**config.mk**
```make
export PLATFORM = sky130hd
export DESIGN_NAME = arpr_cmdq
export DESIGN_NICKNAME = d
export VERILOG_FILES = /design/src/hw/rtl/arpr_pkg.sv /design/src/hw/rtl/arpr_cmdq.sv
export SDC_FILE = /design/constraint.sdc
export NUM_CORES = 1
export LEC_CHECK = 0
export BUFFER_PORTS_ARGS = -buffer_cell sky130_fd_sc_hd__buf_2
export CAP_MARGIN = 0
export CORE_UTILIZATION = 47
export CTS_CLUSTER_SIZE = 16
export DETAILED_ROUTE_END_ITERATION = 10
export HOLD_SLACK_MARGIN = 0.05
export PLACE_DENSITY = 0.85
export SETUP_SLACK_MARGIN = 0.1
export SLEW_MARGIN = 20
export SYNTH_ARGS = -nofsm -noshare
export SYNTH_HDL_FRONTEND = slang
export SYNTH_SLANG_ARGS = --single-unit
```
**constraint.sdc**
```tcl
create_clock -name clk -period 5.45 [get_ports clk]
set_clock_uncertainty 0.2 [all_clocks]
set_input_delay 0.2725 -clock clk [delete_from_list [all_inputs] [get_ports clk]]
set_output_delay 0.2725 -clock clk [all_outputs]
set_load 0.02 [all_outputs]
```
**src/hw/rtl/arpr_pkg.sv**
```systemverilog
// ----------------------------------------------------------------------------
// arpr_pkg: shared types and constants for the ARP responder
// Holds the command and result records, code enums and the cache hash.
// ----------------------------------------------------------------------------
package arpr_pkg;

  localparam int MAC_W      = 48;
  localparam int IP_W       = 32;
  localparam int TBL_DEPTH  = 256;
  localparam int IDX_W      = $clog2(TBL_DEPTH);
  localparam int CMDQ_DEPTH = 2;
  localparam int CMDQ_PTR_W = $clog2(CMDQ_DEPTH);
  localparam int CMDQ_CNT_W = $clog2(CMDQ_DEPTH + 1);

  localparam logic [15:0]      HW_TYPE_ETH    = 16'h0001;
  localparam logic [15:0]      PROTO_IPV4     = 16'h0800;
  localparam logic [7:0]       HW_LEN_ETH     = 8'd6;
  localparam logic [7:0]       PROTO_LEN_IPV4 = 8'd4;
  localparam logic [15:0]      ARP_OP_REQUEST = 16'd1;
  localparam logic [15:0]      ARP_OP_REPLY   = 16'd2;
  localparam logic [MAC_W-1:0] BCAST_MAC      = {MAC_W{1'b1}};

  // configuration register indexes
  localparam logic CFG_OWN_MAC = 1'b0;
  localparam logic CFG_OWN_IP  = 1'b1;

  typedef enum logic [1:0] {
    OP_PACKET = 2'd0,
    OP_LOOKUP = 2'd1,
    OP_SEND   = 2'd2
  } operation_t;

  typedef enum logic [1:0] {
    OUT_OP_NONE    = 2'd0,
    OUT_OP_REQUEST = 2'd1,
    OUT_OP_REPLY   = 2'd2
  } out_opcode_t;

  typedef enum logic [2:0] {
    RK_NONE    = 3'd0,
    RK_REPLY   = 3'd1,
    RK_REQUEST = 3'd2,
    RK_HIT     = 3'd3,
    RK_MISS    = 3'd4
  } result_kind_t;

  typedef enum logic [2:0] {
    CMD_NOP,
    CMD_LEARN,
    CMD_REPLY,
    CMD_LOOKUP,
    CMD_REQUEST
  } cmd_kind_t;

  typedef enum logic {
    BK_IDLE,
    BK_FIN
  } back_state_t;

  typedef struct packed {
    cmd_kind_t        kind;
    logic [IDX_W-1:0] idx;
    logic [MAC_W-1:0] mac;
    logic [IP_W-1:0]  ip;
  } arpr_cmd_t;

  typedef struct packed {
    result_kind_t     kind;
    logic [MAC_W-1:0] eth_dest_mac;
    out_opcode_t      opcode;
    logic [MAC_W-1:0] target_mac;
    logic [IP_W-1:0]  target_ip;
  } arpr_result_t;

  // queue status seen by the front and back halves
  typedef struct packed {
    logic full;
    logic empty;
  } arpr_qstat_t;

  function automatic logic [IDX_W-1:0] hash_ip(input logic [IP_W-1:0] ip);
    return ip[7:0] ^ ip[15:8] ^ ip[23:16] ^ ip[31:24];
  endfunction

endpackage

```
**src/hw/rtl/arpr_cmdq.sv**
```systemverilog
// ----------------------------------------------------------------------------
// arpr_cmdq: command queue
// Two-entry FIFO that decouples the classifier from the cache engine.
// ----------------------------------------------------------------------------
module arpr_cmdq
  import arpr_pkg::*;
(
  input  logic        clk,
  input  logic        rst_n,
  input  logic        push,
  input  arpr_cmd_t   push_cmd,
  input  logic        pop,
  output arpr_cmd_t   head,
  output arpr_qstat_t stat
);

  arpr_cmd_t             ent_r [CMDQ_DEPTH];
  logic [CMDQ_PTR_W-1:0] wr_ptr_r, wr_ptr_nxt;
  logic [CMDQ_PTR_W-1:0] rd_ptr_r, rd_ptr_nxt;
  logic [CMDQ_CNT_W-1:0] cnt_r, cnt_nxt;

  assign stat.full  = (cnt_r == CMDQ_CNT_W'(CMDQ_DEPTH));
  assign stat.empty = (cnt_r == '0);
  assign head       = ent_r[rd_ptr_r];

  always_comb begin
    wr_ptr_nxt = push ? wr_ptr_r + 1'b1 : wr_ptr_r;
    rd_ptr_nxt = pop  ? rd_ptr_r + 1'b1 : rd_ptr_r;
    cnt_nxt    = cnt_r;
    if (push && !pop) begin
      cnt_nxt = cnt_r + 1'b1;
    end else if (pop && !push) begin
      cnt_nxt = cnt_r - 1'b1;
    end
  end

  always_ff @(posedge clk) begin
    if (!rst_n) begin
      wr_ptr_r <= '0;
      rd_ptr_r <= '0;
      cnt_r    <= '0;
    end else begin
      wr_ptr_r <= wr_ptr_nxt;
      rd_ptr_r <= rd_ptr_nxt;
      cnt_r    <= cnt_nxt;
    end
  end

  always_ff @(posedge clk) begin
    if (push) begin
      ent_r[wr_ptr_r] <= push_cmd;
    end
  end

  a_no_overflow: assert property (@(posedge clk) disable iff (!rst_n)
    !(push && stat.full && !pop))
    else $error("command pushed into full queue");

  a_no_underflow: assert property (@(posedge clk) disable iff (!rst_n)
    !(pop && stat.empty))
    else $error("command popped from empty queue");

endmodule

```
==> results.py <==
metrics = {
    "status": {
        "status": "finished clean",
    },
    "sta": {
        "hold_violations": 0,
        "relSlewSlack_pct": 38.2,
        "hold_ws_ps": 211,
        "fin_tns_setup_ps": 0,
        "drv_slew": 0,
        "setup_ws_ps": 2610,
        "rsz0062_at_grt": "false",
        "max_freq_mhz": 352,
        "finalCritPeriodShare_pct": 52.1,
        "fin_crit_ps": 2840,
        "setup_viol": 0,
        "worst_pin_slew_ps": 924,
    },
    "power_and_ir_drop": {
        "power.density_nw_per_um2": 350,
        "p_sw_share_pct": 23.2,
        "p_seq_share_pct": 51.3,
        "leakage_nw": 3.58,
        "power_switching_uw": 766,
        "comb_power_share_pct": 12.6,
        "pwr-share-clk_pct": 36.1,
        "p_int_mw": 2.53,
        "ir_drop_mv": 0.253,
    },
    "cts": {
        "clock_sinks": 187,
        "cts_tree": "done",
        "path_clk_slew_ps": 60,
        "cts_max_level": 4,
        "cts_buffers": 17,
        "insertion_delay_ps": 420,
        "cts_buffer_depth": 2,
        "cts_root_buffer": "clkbuf_16",
    },
    "grt": {
        "grt.busiest_layer": "met2",
        "track_usage_pct": 18.6,
        "grt_max_degree": 62,
        "grt_pass1_vias": 4151,
        "use_met1_pct": 19.8,
        "grtUsageMet2_pct": 33.9,
        "antenna_found_initial": 0,
        "grt_pass1_wl_mm": 20.4,
        "gr-total-overflow": 0,
        "grt_use_met3_pct": 5.11,
    },
    "die": {
        "die_y_um": 122,
        "start_util_pct": 48.6,
        "coreArea_sq_um": 14000,
        "row_count": 43,
        "dieArea_sq_um": 15000,
        "die_w_um": 122,
        "pin_count": 188,
    },
    "place": {
        "dp.cells": 665,
        "numPortBuffers": 187,
        "gp_congestion": 0.702,
        "place_ws_ps": 2830,
        "hpwl_mm": 7.64,
    },
    "cells_and_area": {
        "final_cells": 791,
        "drive_gt1_share_pct": 51.6,
        "n_antenna_cell": 0,
        "fin_nets": 694,
        "syn_to_final_growth_pct": 38.2,
    },
    "worst_setup_path": {
        "crit_required_ps": 4980,
        "slowest_stage": "dfxtp_4",
        "r2r-end": "ent_r[0][77]$_DFFE_PP_",
        "critPathMaxStageDelay_ps": 700,
        "cp-start-kind": "register",
        "worstRegToRegCells": 2,
        "worstPathArrival_ps": 2370,
        "worstPathMaxFanout": 50,
        "criticalPathCategory": "register to output port",
        "r2r_start": "wr_ptr_r$_SDFFE_PN0P_",
        "rrSetupSlack_ps": 2940,
        "crit_chain": "buf_4 -> mux2_2 -> buf_2",
        "critPathCaptureType": "output port",
    },
    "hold_path": {
        "min_path_cells": 4,
        "worstHoldStart": "push",
        "hold_class": "input port to register",
        "worstHoldEndpoint": "cnt_r[1]$_SDFFE_PN0P_",
    },
    "yosys": {
        "synthTopCellsByArea": "edfxtp_1 80%, mux2_2 15%, buf_6 1.5%",
        "synth_top_area_cell": "edfxtp_1",
        "synth-edff-count": 182,
        "synth-async-reset-ratio_pct": 0,
        "synth_seq_cells": 187,
        "synth_ff_type": "edfxtp_1",
        "synth_common_cells": "182 x edfxtp_1, 91 x mux2_2, 9 x buf_6",
        "ys_warn_count": 0,
        "synth_cell_types": 17,
        "synth_top_area_share_pct": 80.2,
        "netlist_area_sq_um": 6820,
        "synthesis.nets": 401,
        "syn_avg_cell_area_sq_um": 22.4,
        "seq_area_frac_synth_pct": 81.6,
        "netlist_instances": 305,
        "post-synth-top-count-cell": "edfxtp_1",
    },
    "drt": {
        "dr.pass1.iters": 4,
        "via_count": 3924,
        "dr.first_iter.drc_count": 225,
        "wl_per_cell_um": 17.0,
        "drc": 0,
        "ant_nets": 0,
        "finalWirelength_mm": 13.4,
        "viasPerCell": 4.96,
    },
    "flow_run": {
        "drv_cap": 0,
    },
}
[flip-flops by register name (all words and copies together) (netlist names), named ones only]
register and count:
cnt_r 2, ent_r 182, rd_ptr_r 1, wr_ptr_r 1
[power groups by stage]
stage | clock [mW] | combinational (mW) | sequential (mW)
global placement | 0 | 0.352 | 1.72
detailed placement | 0 | 0.360 | 1.72
global route | 1.27 | 0.443 | 1.70
finish | 1.19 | 0.415 | 1.69
CTS | 1.21 | 0.415 | 1.69
floorplan | 0 | 0.249 | 1.71
[worst max-delay path: cells and delay by family (launching register included)]
kind     cells  cell delay [ps]
buf+inv      2              780
flops        1              700
mux          1              410
[cell families (layout without fill, tap and decap cells)]
family | after synthesis | in the layout | synth area share [%]
simple gates | 9 | 9 | 0.826
buf+inv | 11 | 317 | 1.65
fa+ha+maj | 1 | 1 | 0.183
mux | 91 | 91 | 15.0
compound gates | 3 | 3 | 0.294
xor+xnor | 3 | 3 | 0.385
flops | 187 | 187 | 81.6
[stage by stage]
step	instance area [sq um]	util [%]	power [mW]
2_1_floorplan	6820	-	1.96
3_3_place_gp	7910	56.3	2.07
3_5_place_dp	7910	56.3	2.08
4_1_cts	9420	67.1	3.32
5_1_grt	9420	67.1	3.41
6_report	9420	67.1	3.30
[final cells by class]
| class | instances | area [sq um] |
|---|---|---|
| Tap cell | 180 | 225 |
| Multi-Input combinational cell | 107 | 1150 |
| Clock buffer | 18 | 429 |
| Fill cell | 885 | 4620 |
| Clock inverter | 14 | 144 |
| Inverter | 1 | 3.75 |
| Timing Repair Buffer | 284 | 1900 |
| Sequential cell | 187 | 5570 |
[cells in the final DEF, fill, tap and decap left out, drive strengths merged]
master	n
o21ai	1
bufinv	2
and2	4
clkbuf	18
nor2	1
edfxtp	182
clkinvlp	1
xor2	2
dfxtp	5
inv	5
mux2	91
ha	1
nor2b	2
clkinv	7
buf	190
a21boi	1
xnor2	1
or3	1
and2b	1
dlygate4sd3	94
o21a	1
[per-layer routing]
layer | up-vias | routed length (um) | share of wire [%]
li1 | 1800 | - | -
met1 | 1936 | 5170 | 38
met2 | 157 | 7190 | 54
met3 | 31 | 751 | 5.6
met4 | 0 | 325 | 2.4
met5 | - | 0 | 0
[repair_timing]
item	in CTS	in global routing
resized for setup	0	0
hold endpoints to repair	187	0
setup buffers	0	0
endpoints found under the setup margin	0	0
hold buffers	94	0
[how the worst max path moves through the flow]
stage / start / to / depth (start not counted)
floorplan: wr_ptr_r$_SDFFE_PN0P_ / ent_r[0][0]$_DFFE_PP_ / 1
global placement: push / ent_r[0][75]$_DFFE_PP_ / 3
detailed placement: push / ent_r[0][88]$_DFFE_PP_ / 3
CTS: register / head[33] / 3
global route: register / head[4] / 3
finish: register / head[77] / 3
Power figures use the tool's default switching activity.
