==> config.mk <==
export PLATFORM = sky130hd
export DESIGN_NAME = arpr_front
export DESIGN_NICKNAME = d
export VERILOG_FILES = /design/src/hw/rtl/arpr_pkg.sv /design/src/hw/rtl/arpr_front.sv
export SDC_FILE = /design/constraint.sdc
export NUM_CORES = 1
export LEC_CHECK = 0
export BUFFER_PORTS_ARGS = -buffer_cell sky130_fd_sc_hd__buf_2
export CORE_AREA = 10 10 130 132
export CTS_CLUSTER_SIZE = 10
export DETAILED_ROUTE_END_ITERATION = 8
export DIE_AREA = 0 0 140 142
export GPL_TIMING_DRIVEN = 1
export SYNTH_ARGS = -nofsm -noshare
export SYNTH_HDL_FRONTEND = slang
export SYNTH_SLANG_ARGS = --single-unit
==> constraint.sdc <==
create_clock -name clk -period 1.65 [get_ports clk]
set_input_delay 0.33 -clock clk [delete_from_list [all_inputs] [get_ports clk]]
set_output_delay 0.33 -clock clk [all_outputs]
set_load 0.02 [all_outputs]
==> src/hw/rtl/arpr_pkg.sv <==
// ----------------------------------------------------------------------------
// arpr_pkg: shared types and constants for the ARP responder
// Holds the command and result records, code enums and the cache hash.
// ----------------------------------------------------------------------------
package arpr_pkg;

  localparam int MAC_W      = 48;
  localparam int IP_W       = 32;
  localparam int TBL_DEPTH  = 256;
  localparam int IDX_W      = $clog2(TBL_DEPTH);
  localparam int CMDQ_DEPTH = 2;
  localparam int CMDQ_PTR_W = $clog2(CMDQ_DEPTH);
  localparam int CMDQ_CNT_W = $clog2(CMDQ_DEPTH + 1);

  localparam logic [15:0]      HW_TYPE_ETH    = 16'h0001;
  localparam logic [15:0]      PROTO_IPV4     = 16'h0800;
  localparam logic [7:0]       HW_LEN_ETH     = 8'd6;
  localparam logic [7:0]       PROTO_LEN_IPV4 = 8'd4;
  localparam logic [15:0]      ARP_OP_REQUEST = 16'd1;
  localparam logic [15:0]      ARP_OP_REPLY   = 16'd2;
  localparam logic [MAC_W-1:0] BCAST_MAC      = {MAC_W{1'b1}};

  // configuration register indexes
  localparam logic CFG_OWN_MAC = 1'b0;
  localparam logic CFG_OWN_IP  = 1'b1;

  typedef enum logic [1:0] {
    OP_PACKET = 2'd0,
    OP_LOOKUP = 2'd1,
    OP_SEND   = 2'd2
  } operation_t;

  typedef enum logic [1:0] {
    OUT_OP_NONE    = 2'd0,
    OUT_OP_REQUEST = 2'd1,
    OUT_OP_REPLY   = 2'd2
  } out_opcode_t;

  typedef enum logic [2:0] {
    RK_NONE    = 3'd0,
    RK_REPLY   = 3'd1,
    RK_REQUEST = 3'd2,
    RK_HIT     = 3'd3,
    RK_MISS    = 3'd4
  } result_kind_t;

  typedef enum logic [2:0] {
    CMD_NOP,
    CMD_LEARN,
    CMD_REPLY,
    CMD_LOOKUP,
    CMD_REQUEST
  } cmd_kind_t;

  typedef enum logic {
    BK_IDLE,
    BK_FIN
  } back_state_t;

  typedef struct packed {
    cmd_kind_t        kind;
    logic [IDX_W-1:0] idx;
    logic [MAC_W-1:0] mac;
    logic [IP_W-1:0]  ip;
  } arpr_cmd_t;

  typedef struct packed {
    result_kind_t     kind;
    logic [MAC_W-1:0] eth_dest_mac;
    out_opcode_t      opcode;
    logic [MAC_W-1:0] target_mac;
    logic [IP_W-1:0]  target_ip;
  } arpr_result_t;

  // queue status seen by the front and back halves
  typedef struct packed {
    logic full;
    logic empty;
  } arpr_qstat_t;

  function automatic logic [IDX_W-1:0] hash_ip(input logic [IP_W-1:0] ip);
    return ip[7:0] ^ ip[15:8] ^ ip[23:16] ^ ip[31:24];
  endfunction

endpackage

==> src/hw/rtl/arpr_front.sv <==
// ----------------------------------------------------------------------------
// arpr_front: input classifier
// Checks the ARP header, picks the command kind and cache index, holds own_ip.
// ----------------------------------------------------------------------------
module arpr_front
  import arpr_pkg::*;
(
  input  logic             clk,
  input  logic             rst_n,
  input  logic             cfg_we,
  input  logic             cfg_addr,
  input  logic [MAC_W-1:0] cfg_wdata,
  input  logic             in_tvalid,
  output logic             in_tready,
  input  logic [1:0]       operation,
  input  logic [15:0]      hw_type,
  input  logic [15:0]      proto_type,
  input  logic [7:0]       hw_len,
  input  logic [7:0]       proto_len,
  input  logic [15:0]      arp_opcode,
  input  logic [MAC_W-1:0] sender_mac,
  input  logic [IP_W-1:0]  sender_ip,
  input  logic [IP_W-1:0]  target_ip,
  input  logic [IP_W-1:0]  query_ip,
  input  arpr_qstat_t      q_stat,
  output logic             push,
  output arpr_cmd_t        cmd
);

  logic [IP_W-1:0] own_ip_r;
  logic [IP_W-1:0] own_ip_nxt;
  logic            hdr_ok;
  logic            opc_ok;

  // own_mac never reaches a result field, so only own_ip is held
  always_comb begin
    own_ip_nxt = own_ip_r;
    if (cfg_we && (cfg_addr == CFG_OWN_IP)) begin
      own_ip_nxt = cfg_wdata[IP_W-1:0];
    end
  end

  always_ff @(posedge clk) begin
    if (!rst_n) begin
      own_ip_r <= '0;
    end else begin
      own_ip_r <= own_ip_nxt;
    end
  end

  assign in_tready = !q_stat.full;
  assign push      = in_tvalid && !q_stat.full;

  assign hdr_ok = (hw_type == HW_TYPE_ETH) && (hw_len == HW_LEN_ETH) &&
                  (proto_type == PROTO_IPV4) && (proto_len == PROTO_LEN_IPV4);
  assign opc_ok = (arp_opcode == ARP_OP_REQUEST) || (arp_opcode == ARP_OP_REPLY);

  always_comb begin
    cmd      = '0;
    cmd.kind = CMD_NOP;
    unique case (operation)
      OP_PACKET: begin
        cmd.idx = hash_ip(sender_ip);
        cmd.mac = sender_mac;
        cmd.ip  = sender_ip;
        if (hdr_ok && opc_ok) begin
          if ((arp_opcode == ARP_OP_REQUEST) && (target_ip == own_ip_r)) begin
            cmd.kind = CMD_REPLY;
          end else begin
            cmd.kind = CMD_LEARN;
          end
        end
      end
      OP_LOOKUP: begin
        cmd.kind = CMD_LOOKUP;
        cmd.idx  = hash_ip(query_ip);
        cmd.ip   = query_ip;
      end
      OP_SEND: begin
        cmd.kind = CMD_REQUEST;
        cmd.ip   = query_ip;
      end
      default: begin
        cmd.kind = CMD_NOP;
      end
    endcase
  end

endmodule

==> run metrics, run 1 <==
vias in the first global route 4,724; DRT antenna net count 0; met3 usage 0.06308; total I/O pin count 358; drt wl/cell 20.19 µm; Chip Width 140 µm; Area growth syn-to-layout 116.8%; P_leak 3.056 nW; Power Total 0.003554 W; die extent in y 142 µm; Slew Viols, Final 0; Max clock buf depth 2; wire length of the first global-routing pass 27.43 mm; clk_skew 0 ns; routability cong. 0.8580; CTS tree yes; PortBufs 340; max-cap violations 0; post-synth cell types 25; cell count after placement 927; min cycle time layout 2.145 ns; Worst-Skew Late Latency 0.27 ns; Pre-Repair DR Iteration Count 4; CTS H-tree lvls 2; Biggest register own_ip_r; crit path capture type output pin; Top Registers own_ip_r: 32 flops; Yosys warnings 0; CP Cell Sequence buf_6 > nor4_4 > buf_4 > nand4_1 > nor4_4 > and4_1 > o21ai_4 > buf_6; post-route cell area 6601 µm²; # fillers 1,417; final wirelength 19.55 mm; crit-path max FO 2; worst rel slew slack 0.6623; area post-placement 5191 µm²; measured slew at the worst slew-check pin 0.5065 ns; Syn Nets 675; clock tree root driver cell clkbuf_16; Via density 4.604; pwr/cell area 538.4 nW/µm²; # rows 44; fin worst setup slack -0.4947 ns; fmax 466.3 MHz; hold slack 0.2914 ns; failing checks negative setup slack; RSZ-0062 raised after global routing true; DR iter-0 viols 112; Critical Path RT 1.32 ns; pin count of the biggest net entering global routing 33; final setup violation count 56; max incr delay on CP 0.31 ns; WP buf/inv 3; number of buffers created by CTS 5; Slowest cell on crit path nor4_4; share of cells above drive strength 1 0.6219; hpwl dp 15.49 mm; Core ar. 14,310 µm²; Congestion Overflow GR 0; synthesized area per cell 7.501 µm²; Synth Register Bits 32; Nets 1,043; GR Util met1 0.1775; initial core utilization 0.2128; CTS Hold Bufs 0; antenna violations before repair 14; worst IR drop on VDD 591.2 µV; total clock sinks 32; GRT Util Overall 0.1736; Post-Layout Cell Count 968; GR peak layer met2; vias post-DR 4,457; share of the yosys chip area belonging to registers 0.2104; DRC viols 0; clk slew on worst S/H paths 0.05 ns; Setup Crit Path Kind input pin to output pin; Worst Path Arrival 1.81 ns; fin crit share 1.300; Top delay family on crit path simple AND/OR/NAND/NOR gates; Largest register FFs 32; Synth Cell Area 3045 µm²; post-layout util 0.4612; Post-Syn Instances 406; Fin. Hold Viols 0; status complete, but fails checks; HP Class input pin to flop; Die Area 19,880 µm²; CP Launch Type input pin; met2 usage 0.3232
## worst paths after layout
check                           cells after the start      startpoint  slack [ns]           end
worst min register to register                      2     own_ip_r[3]        0.46   own_ip_r[3]
worst max register to register                      2     own_ip_r[1]        1.02   own_ip_r[1]
worst max-delay path                                8  arp_opcode[15]       -0.49       cmd[88]
worst min-delay path                                3   cfg_wdata[21]        0.29  own_ip_r[21]
## layout make-up
class | instances | area [µm²] | share of cell area
repair buffers | 388 | 2888 | 0.4375
multi-input cells | 344 | 2653 | 0.4018
flip-flops and latches | 32 | 640.6 | 0.09704
well taps | 184 | 230.2 | 0.03487
clock buffers | 8 | 146.4 | 0.02218
diodes | 9 | 22.52 | 0.003412
inverters | 3 | 21.27 | 0.003222
## Yosys cell counts
library cell	instances	area share
nand2_1	67	0.083
xnor2_1	63	0.18
and2_1	49	0.10
nor2_1	35	0.043
a21boi_1	32	0.079
a22oi_1	32	0.079
dfxtp_1	32	0.21
clkbuf_1	22	0.027
xor2_1	18	0.052
nand4_1	12	0.025
a22o_1	8	0.023
nor4_1	7	0.014
nor4_2	5	0.021
buf_1	4	0.0049
ha_1	4	0.016
nor4b_1	4	0.012
inv_1	3	0.0037
o21ai_1	2	0.0033
and4_1	1	0.0029
buf_2	1	0.0016
nand3_2	1	0.0033
nand4bb_1	1	0.0037
nor2b_1	1	0.0021
nor3_1	1	0.0016
nor4b_4	1	0.0078
## where the power goes
group	switching, W	leakage (nW)	internal (W)	total, W
Clock	0.000310	0.0712	0.000601	0.000911
Sequential	0.0000253	0.262	0.000810	0.000836
Combinational	0.000836	2.72	0.000972	0.00181
Total	0.00117	3.06	0.00238	0.00355
## layer usage
metal,wire [µm],share of wire
met2,10170,0.52
met3,1668,0.085
met4,580,0.030
met1,7080,0.36
met5,46,0.0024
## worst reg2reg max path: cells and delay by family (launching register included)
family          cells  cell delay (ns)
compound gates      1             0.13
flops               1             0.37
simple gates        1             0.06
## cells by family (layout without fill, tap and decap cells)
| group | count (synthesis) | in the layout | share of synthesized area |
|---|---|---|---|
| XOR/XNOR | 81 | 81 | 0.2329 |
| buffers and inverters | 30 | 399 | 0.03738 |
| adder cells (fa/ha/maj) | 4 | 4 | 0.01643 |
| AND/OR/NAND/NOR | 185 | 185 | 0.3188 |
| AO/OA/AOI/OAI | 74 | 74 | 0.1841 |
| flip-flops | 32 | 32 | 0.2104 |
| other | 0 | 9 | 0 |
## metrics by stage
| step | setup WS, ns | TNS [ns] |
|---|---|---|
| 2_1_floorplan | -0.07163 | -0.3285 |
| 3_3_place_gp | -0.5327 | -16.57 |
| 3_5_place_dp | -0.6040 | -18.23 |
| 4_1_cts | -0.5742 | -6.001 |
| 5_1_grt | -0.5781 | -5.180 |
| 6_report | -0.4947 | -3.196 |
## layout by cell type, fill, tap and decap left out, drive strengths merged
cell | Yosys | final
buf | 5 | 384
nand2 | 67 | 67
xnor2 | 63 | 63
and2 | 49 | 49
nor2 | 35 | 35
a22oi | 32 | 32
a21boi | 32 | 32
dfxtp | 32 | 32
xor2 | 18 | 18
nand4 | 12 | 12
clkbuf | 22 | 12
nor4 | 12 | 12
diode | 0 | 9
a22o | 8 | 8
nor4b | 5 | 5
ha | 4 | 4
inv | 3 | 3
o21ai | 2 | 2
nand4bb | 1 | 1
nor3 | 1 | 1
nand3 | 1 | 1
and4 | 1 | 1
nor2b | 1 | 1
## timing repair
action	in CTS	in global routing
gates resized for setup	140	110
setup endpoints to repair	90	83
buffers inserted	12	3
pin swaps	47	51
gates cloned	8	4
(Power assumes the default switching activity.)
==> run 2, diff against run 1 <==
--- a/config.mk
+++ b/config.mk
@@ -11,6 +11,7 @@
 export DETAILED_ROUTE_END_ITERATION = 8
 export DIE_AREA = 0 0 140 142
 export GPL_TIMING_DRIVEN = 1
+export PLACE_DENSITY = 0.61
 export SYNTH_ARGS = -nofsm -noshare
 export SYNTH_HDL_FRONTEND = slang
 export SYNTH_SLANG_ARGS = --single-unit
==> run 2 against run 1 <==
Against the previous run: the run still ends with negative setup slack left; register-to-register slack about the same; global-route usage fell by 0.60 points; combinational power shrank 10%; non-clock buffer count fell by 15; critical path depth stayed put; clock skew did not move; first-iteration DRC count increased by 22%; clock power fell by 4.0%; count of clock-buffer cells in the layout is 3 lower; sequential power barely moved; power fell by 6.4%; maximum frequency up 0.46%; largest cell class is now multi-input gates.
==> run metrics, run 2 (synthesis gave the netlist of run 1 again) <==
Sw Ratio 0.3420 (+0.01242); final setup violation count 40 (-29%); max-cap violations 0 (unchanged); Power Total 0.003327 W (-6.4%); Die Area 19,880 µm² (unchanged); measured slew at the worst slew-check pin 0.5003 ns (-0.006176 ns); worst r2r src own_ip_r[18]; crit-path max FO 2 (unchanged); Max clock buf depth 2 (unchanged); reg2reg setup slack 1.01 ns (about the same); Clk pwr share 0.263 (+0.007); DR iter-0 viols 137 (+22%); crit path capture type output pin; share of cells above drive strength 1 0.5731 (-0.04881); Internal 0.002189 W (-8.1%); hpwl dp 15.12 mm (-2.4%); DRC viols 0 (unchanged); met3 WL 1.816 mm (+8.9%); NetSw 0.001138 W (-2.9%); HP Start cfg_wdata[23]; CP Launch Type input pin; Critical Path RT 1.32 ns (about the same); worst IR drop on VDD 529.1 µV (-11%); pin count of the biggest net entering global routing 33 (unchanged); Via density 4.515 (-1.9%); P_leak 2.826 nW (-7.5%); DR WL met2 9.423 mm (-7.3%); RSZ-0062 raised after global routing true; post-layout util 0.4183 (-0.04292); CTS Hold Bufs 0 (unchanged); die extent in y 142 µm (unchanged); # fillers 1,448 (+2.2%); pwr/cell area 555.8 nW/µm² (+3.2%); vias post-DR 4,285 (-3.9%); clk slew on worst S/H paths 0.06 ns (about the same); Worst R2R Path Depth 2 (unchanged); final wirelength 18.13 mm (-7.3%); PortBufs 340 (unchanged); most frequent cells in the layout 282 x buf_2, 66 x nand2_1, 63 x xnor2_1; clock tree root driver cell clkbuf_16; DRT antenna net count 0 (unchanged); status complete, but fails checks; antenna violations before repair 7 (-7); Area growth syn-to-layout 96.59%; sequential power share 0.251 (+0.016); number of buffers created by CTS 5 (unchanged); Biggest register own_ip_r; CTS H-tree lvls 2 (unchanged); failing checks negative setup slack; routability cong. 0.9181 (+7.0%); # rows 44 (unchanged); Congestion Overflow GR 0 (unchanged); FF-to-FF End own_ip_r[18]; Gate power share 0.487 (-0.022); Hold EP own_ip_r[23]; fin worst setup slack -0.4849 ns (+0.009783 ns); Worst-Skew Late Latency 0.27 ns (about the same); wire length of the first global-routing pass 26.59 mm (-3.1%); Nets 1,028 (-1.4%); commonest non-fill, non-tap cell in the layout buf_2; fmax 468.4 MHz (+0.46%); Worst Path Arrival 1.80 ns (about the same); total clock sinks 32 (unchanged); clk_skew 0 ns (unchanged); drt wl/cell 19.10 µm (-5.4%); WL met1 6.444 mm (-9.0%); Core ar. 14,310 µm² (unchanged); worst rel slew slack 0.6664 (+0.004117); fin crit share 1.294 (-0.005929); Chip Width 140 µm (unchanged); GRT Util Overall 0.1676 (-0.005966); Pre-Repair DR Iteration Count 4 (unchanged); Slew Viols, Final 0 (unchanged); CTS tree yes; WHS Path Cells 3 (unchanged); HP Class input pin to flop; initial core utilization 0.2128 (unchanged); Top Registers own_ip_r: 32 flops; Top Layer Used met5; hold slack 0.2853 ns (-0.006101 ns); Fin. Hold Viols 0 (unchanged); Setup Crit Path Kind input pin to output pin; total I/O pin count 358 (unchanged); vias in the first global route 4,618 (-2.2%); Largest register FFs 32 (unchanged); min cycle time layout 2.135 ns (-0.009783 ns)
-- run 2: cell count changes in the layout (fill, tap and decap cells not counted), moves of 2 or more --
cell,before,now
and2_1,10,44
and2_4,39,5
buf_12,13,7
buf_2,248,282
buf_6,62,24
clkbuf_1,2,0
clkbuf_16,9,5
diode_2,9,6
ha_2,0,2
-- run 2: layout make-up --
cell class,count,area (µm²),area share
antenna,6,15.01,0.002508
timing repair buffer,373,2390,0.3992
sequential,32,640.6,0.1070
multi-input combinational,344,2552,0.4263
clock buffer,5,125.1,0.02090
clock inverter,2,12.51,0.002090
tap,184,230.2,0.03845
inverter,3,21.27,0.003553
-- run 2: worst max path at each step --
stage | startpoint | endpoint | depth (start not counted)
3_5_place_dp | arp_opcode[6] | cmd[88] | 8
5_1_grt | arp_opcode[15] | cmd[88] | 8
3_3_place_gp | arp_opcode[6] | cmd[89] | 7
4_1_cts | arp_opcode[14] | cmd[88] | 7
6_report | arp_opcode[15] | cmd[88] | 8
2_1_floorplan | arp_opcode[6] | cmd[89] | 5
-- run 2: critical path, stage by stage --
cell and delay, ns:
buf_6 0.10, nor4_4 0.27, buf_4 0.16, nand4_1 0.14
nor4_2 0.31, and4_1 0.28, o21ai_4 0.07, buf_6 0.14
-- run 2: metrics by stage --
step                      setup TNS (ns)  worst slack [ns]  cell area, µm²  cells
after floorplan                  -0.3285          -0.07163            3113    406
after global placement            -12.09           -0.5837            5144    924
after detailed placement          -12.37           -0.5786            5144    924
after CTS                         -4.382           -0.5420            5973    944
after global routing              -4.661           -0.5782            5984    948
final                             -3.093           -0.4849            5987    949
-- run 2: layer usage --
metal  vias up  track usage
li1       2086            -
met1      1946       0.1709
met2       225       0.3073
met3        24      0.06676
met4         4      0.05272
met5         -            0
-- run 2: repair_timing --
action / in CTS / in global routing
setup buffers: 5 / 4
cloned: 8 / 0
endpoints found under the hold margin: 0 / 0
setup endpoints to repair: 57 / 53
pin swaps: 53 / 41
resized for setup: 122 / 24
-- run 2: power groups by stage --
stage	combinational, W	sequential, W	clock [W]
5_1_grt	0.00174	0.000837	0.000926
4_1_cts	0.00162	0.000834	0.000891
6_report	0.00162	0.000834	0.000875
3_3_place_gp	0.00135	0.000849	0
2_1_floorplan	0.000713	0.000845	0
3_5_place_dp	0.00135	0.000850	0
==> run 3, diff against run 2 <==
--- a/config.mk
+++ b/config.mk
@@ -5,13 +5,14 @@
 export SDC_FILE = /design/constraint.sdc
 export NUM_CORES = 1
 export LEC_CHECK = 0
+export ABC_AREA = 1
 export BUFFER_PORTS_ARGS = -buffer_cell sky130_fd_sc_hd__buf_2
-export CORE_AREA = 10 10 130 132
+export CORE_AREA = 10 10 132 134
 export CTS_CLUSTER_SIZE = 10
 export DETAILED_ROUTE_END_ITERATION = 8
-export DIE_AREA = 0 0 140 142
+export DIE_AREA = 0 0 142 144
 export GPL_TIMING_DRIVEN = 1
-export PLACE_DENSITY = 0.61
+export PLACE_DENSITY = 0.63
 export SYNTH_ARGS = -nofsm -noshare
 export SYNTH_HDL_FRONTEND = slang
 export SYNTH_SLANG_ARGS = --single-unit
==> run 3 against run 2 <==
Against the previous run: the run still ends with negative setup slack left; largest power group unchanged; final area is 29% higher; synthesized area increased by 17%; critical endpoint is now cmd[89]; critical path depth up 3.
==> run metrics, run 3 <==
Slew Viols, Final 0 (unchanged); crit-path max FO 3 (+1); Worst Path Arrival 1.56 ns (-0.24 ns); CTS tree yes; Worst R2R Path Depth 4 (+2); worst IR drop on VDD 457.9 µV (-13%); top-count cell post-synth nand2_1; wire length of the first global-routing pass 28.72 mm (+8.0%); Synth Cell Area 3571 µm² (+17%); number of buffers created by CTS 5 (unchanged); Setup Crit Path Kind flop to output pin; total clock sinks 32 (unchanged); pwr/cell area 525.2 nW/µm² (-5.5%); CTS H-tree lvls 2 (unchanged); measured slew at the worst slew-check pin 0.4969 ns (-0.003462 ns); Post-synth ARST share 0 (unchanged); Critical Path RT 1.32 ns (about the same); Nets 1,324 (+29%); DRT antenna net count 0 (unchanged); antenna violations before repair 6 (-1); CP Cell Sequence inv_2 > nand2_1 > nand2_1 > nor2_1 > nand2_1 > nor2_2 > nand2_1 > nor2_1 > nand3_1 > nand2_2 > buf_6; failing checks negative setup slack; post-route cell area 7707 µm² (+29%); vias post-DR 5,461 (+27%); Post-Syn Instances 678 (+67%); RSZ-0062 raised after global routing true; clock tree root driver cell clkbuf_16; fmax 528.2 MHz (+13%); largest area contributor in the netlist nand2_1; GRT Util Overall 0.1743 (+0.006624); DR iter-0 viols 223 (+63%); commonest non-fill, non-tap cell in the layout buf_2; Congestion Overflow GR 0 (unchanged); Yosys warnings 0 (unchanged); final wirelength 21.18 mm (+17%); Max clock buf depth 2 (unchanged); share of cells above drive strength 1 0.5814 (+0.008317); top cells by area, synth nand2_1 25%, dfxtp_1 18%, inv_1 13%; Fin. Hold Viols 0 (unchanged); hpwl dp 16.01 mm (+5.9%); routability cong. 0.9249 (+0.74%); final setup violation count 75 (+88%); pin count of the biggest net entering global routing 41 (+24%); vias in the first global route 5,380 (+17%); post-synth cell types 20 (-20%); Synth Register Bits 32 (unchanged); Largest register FFs 32 (unchanged); Slowest cell on crit path dfxtp_2; worst rel slew slack 0.6687 (+0.002308); Biggest register own_ip_r; Die Area 20,450 µm² (+2.9%); synthesized area per cell 5.267 µm² (-30%); WHS Path Cells 3 (unchanged); drt wl/cell 16.92 µm (-11%); Pre-Repair DR Iteration Count 4 (unchanged); total I/O pin count 358 (unchanged); # rows 45 (+2.3%); number of synthesized flops with an enable pin 0 (unchanged); max-cap violations 0 (unchanged); most frequent cells in the layout 248 x buf_2, 162 x nand2_1, 89 x buf_6; setup TNS -9.656 ns (-6.563 ns); Top FF cell, synth dfxtp_1; post-layout util 0.5185 (+0.1002); Syn Nets 947 (+40%); Worst-Skew Late Latency 0.27 ns (about the same); initial core utilization 0.2402 (+0.02747); CTS Hold Bufs 0 (unchanged); synth cell count leaders 241 x nand2_1, 120 x inv_1, 81 x nor2_1, 53 x a21oi_1, 44 x xnor2_1; HP Class input pin to flop; Core ar. 14,860 µm² (+3.8%); Top Registers own_ip_r: 32 flops; Area growth syn-to-layout 115.8%; share of the yosys chip area belonging to registers 0.1794 (-0.03096); max incr delay on CP 0.35 ns (+0.04 ns); Place WS -0.2763 ns (+0.3023 ns); Chip Width 142 µm (+1.4%); die extent in y 144 µm (+1.4%); Via density 4.362 (-3.4%); fin crit share 1.147 (-0.1465); clk slew on worst S/H paths 0.05 ns (about the same); area post-placement 5862 µm² (+14%); min cycle time layout 1.893 ns (-0.2417 ns); DRC viols 0 (unchanged); crit-path most repeated cell nand2_1; clk_skew 0 ns (unchanged); PortBufs 340 (unchanged); status complete, but fails checks; crit path capture type output pin; fin worst setup slack -0.2432 ns (+0.2417 ns); P_leak 4.279 nW (+51%); Yosys top cell area share 0.2533 (+0.04298); CP Launch Type flop
## run 3: path summary, 6_finish.rpt
check | start | end | slack [ns]
worst max-delay path | own_ip_r[2] | cmd[89] | -0.24
worst min-delay path | cfg_wdata[17] | own_ip_r[17] | 0.30
worst max register to register | own_ip_r[9] | own_ip_r[9] | 0.84
worst min register to register | own_ip_r[4] | own_ip_r[4] | 0.46
## run 3: where the power goes
part           internal (W)  total (W)  switching, W
clock network      0.000710    0.00104      0.000333
logic               0.00104    0.00214       0.00110
registers          0.000831   0.000868     0.0000368
total               0.00258    0.00405       0.00147
## run 3: what timing repair did
action	CTS	global route
cloned	7	4
resized for setup	222	229
endpoints found under the hold margin	0	0
pin swaps	38	44
buffers inserted	10	10
endpoints found under the setup margin	90	86
## run 3: through the flow
stage          hold slack (ns)  std cells  power, W
5_1_grt                 0.3231       1247  0.004282
3_5_place_dp            0.4521       1213  0.002413
6_report                0.3042       1252  0.004048
4_1_cts                 0.3009       1237  0.003829
3_3_place_gp            0.4435       1213  0.002401
2_1_floorplan           0.4362        678  0.001697
## run 3: worst max-delay path: cells and delay by family (launching register included)
family	cells	cell delay [ns]
simple gates	9	0.80
flops	1	0.35
buf+inv	2	0.16
## run 3: layer usage
layer	up-vias	wire length, µm	GRT usage
met4	2	563	0.04303
li1	2774	-	-
met5	-	19	0
met2	249	10690	0.2992
met3	36	2021	0.05477
met1	2400	7892	0.2054
## run 3: cells by family after synthesis
group           after synthesis  share of synthesized area
xor+xnor                     62                     0.1521
buf+inv                     153                     0.1626
compound gates               93                     0.1331
simple gates                334                     0.3588
flops                        32                     0.1794
fa+ha+maj                     4                    0.01402
## run 3: layout make-up
class / count / area (µm²)
inverters: 129 / 498.0
flip-flops and latches: 32 / 664.4
multi-input cells: 493 / 3082
fillers: 1399 / 7157
clock inverters: 2 / 35.03
diodes: 8 / 20.02
clock buffers: 6 / 128.9
repair buffers: 394 / 3044
well taps: 188 / 235.2
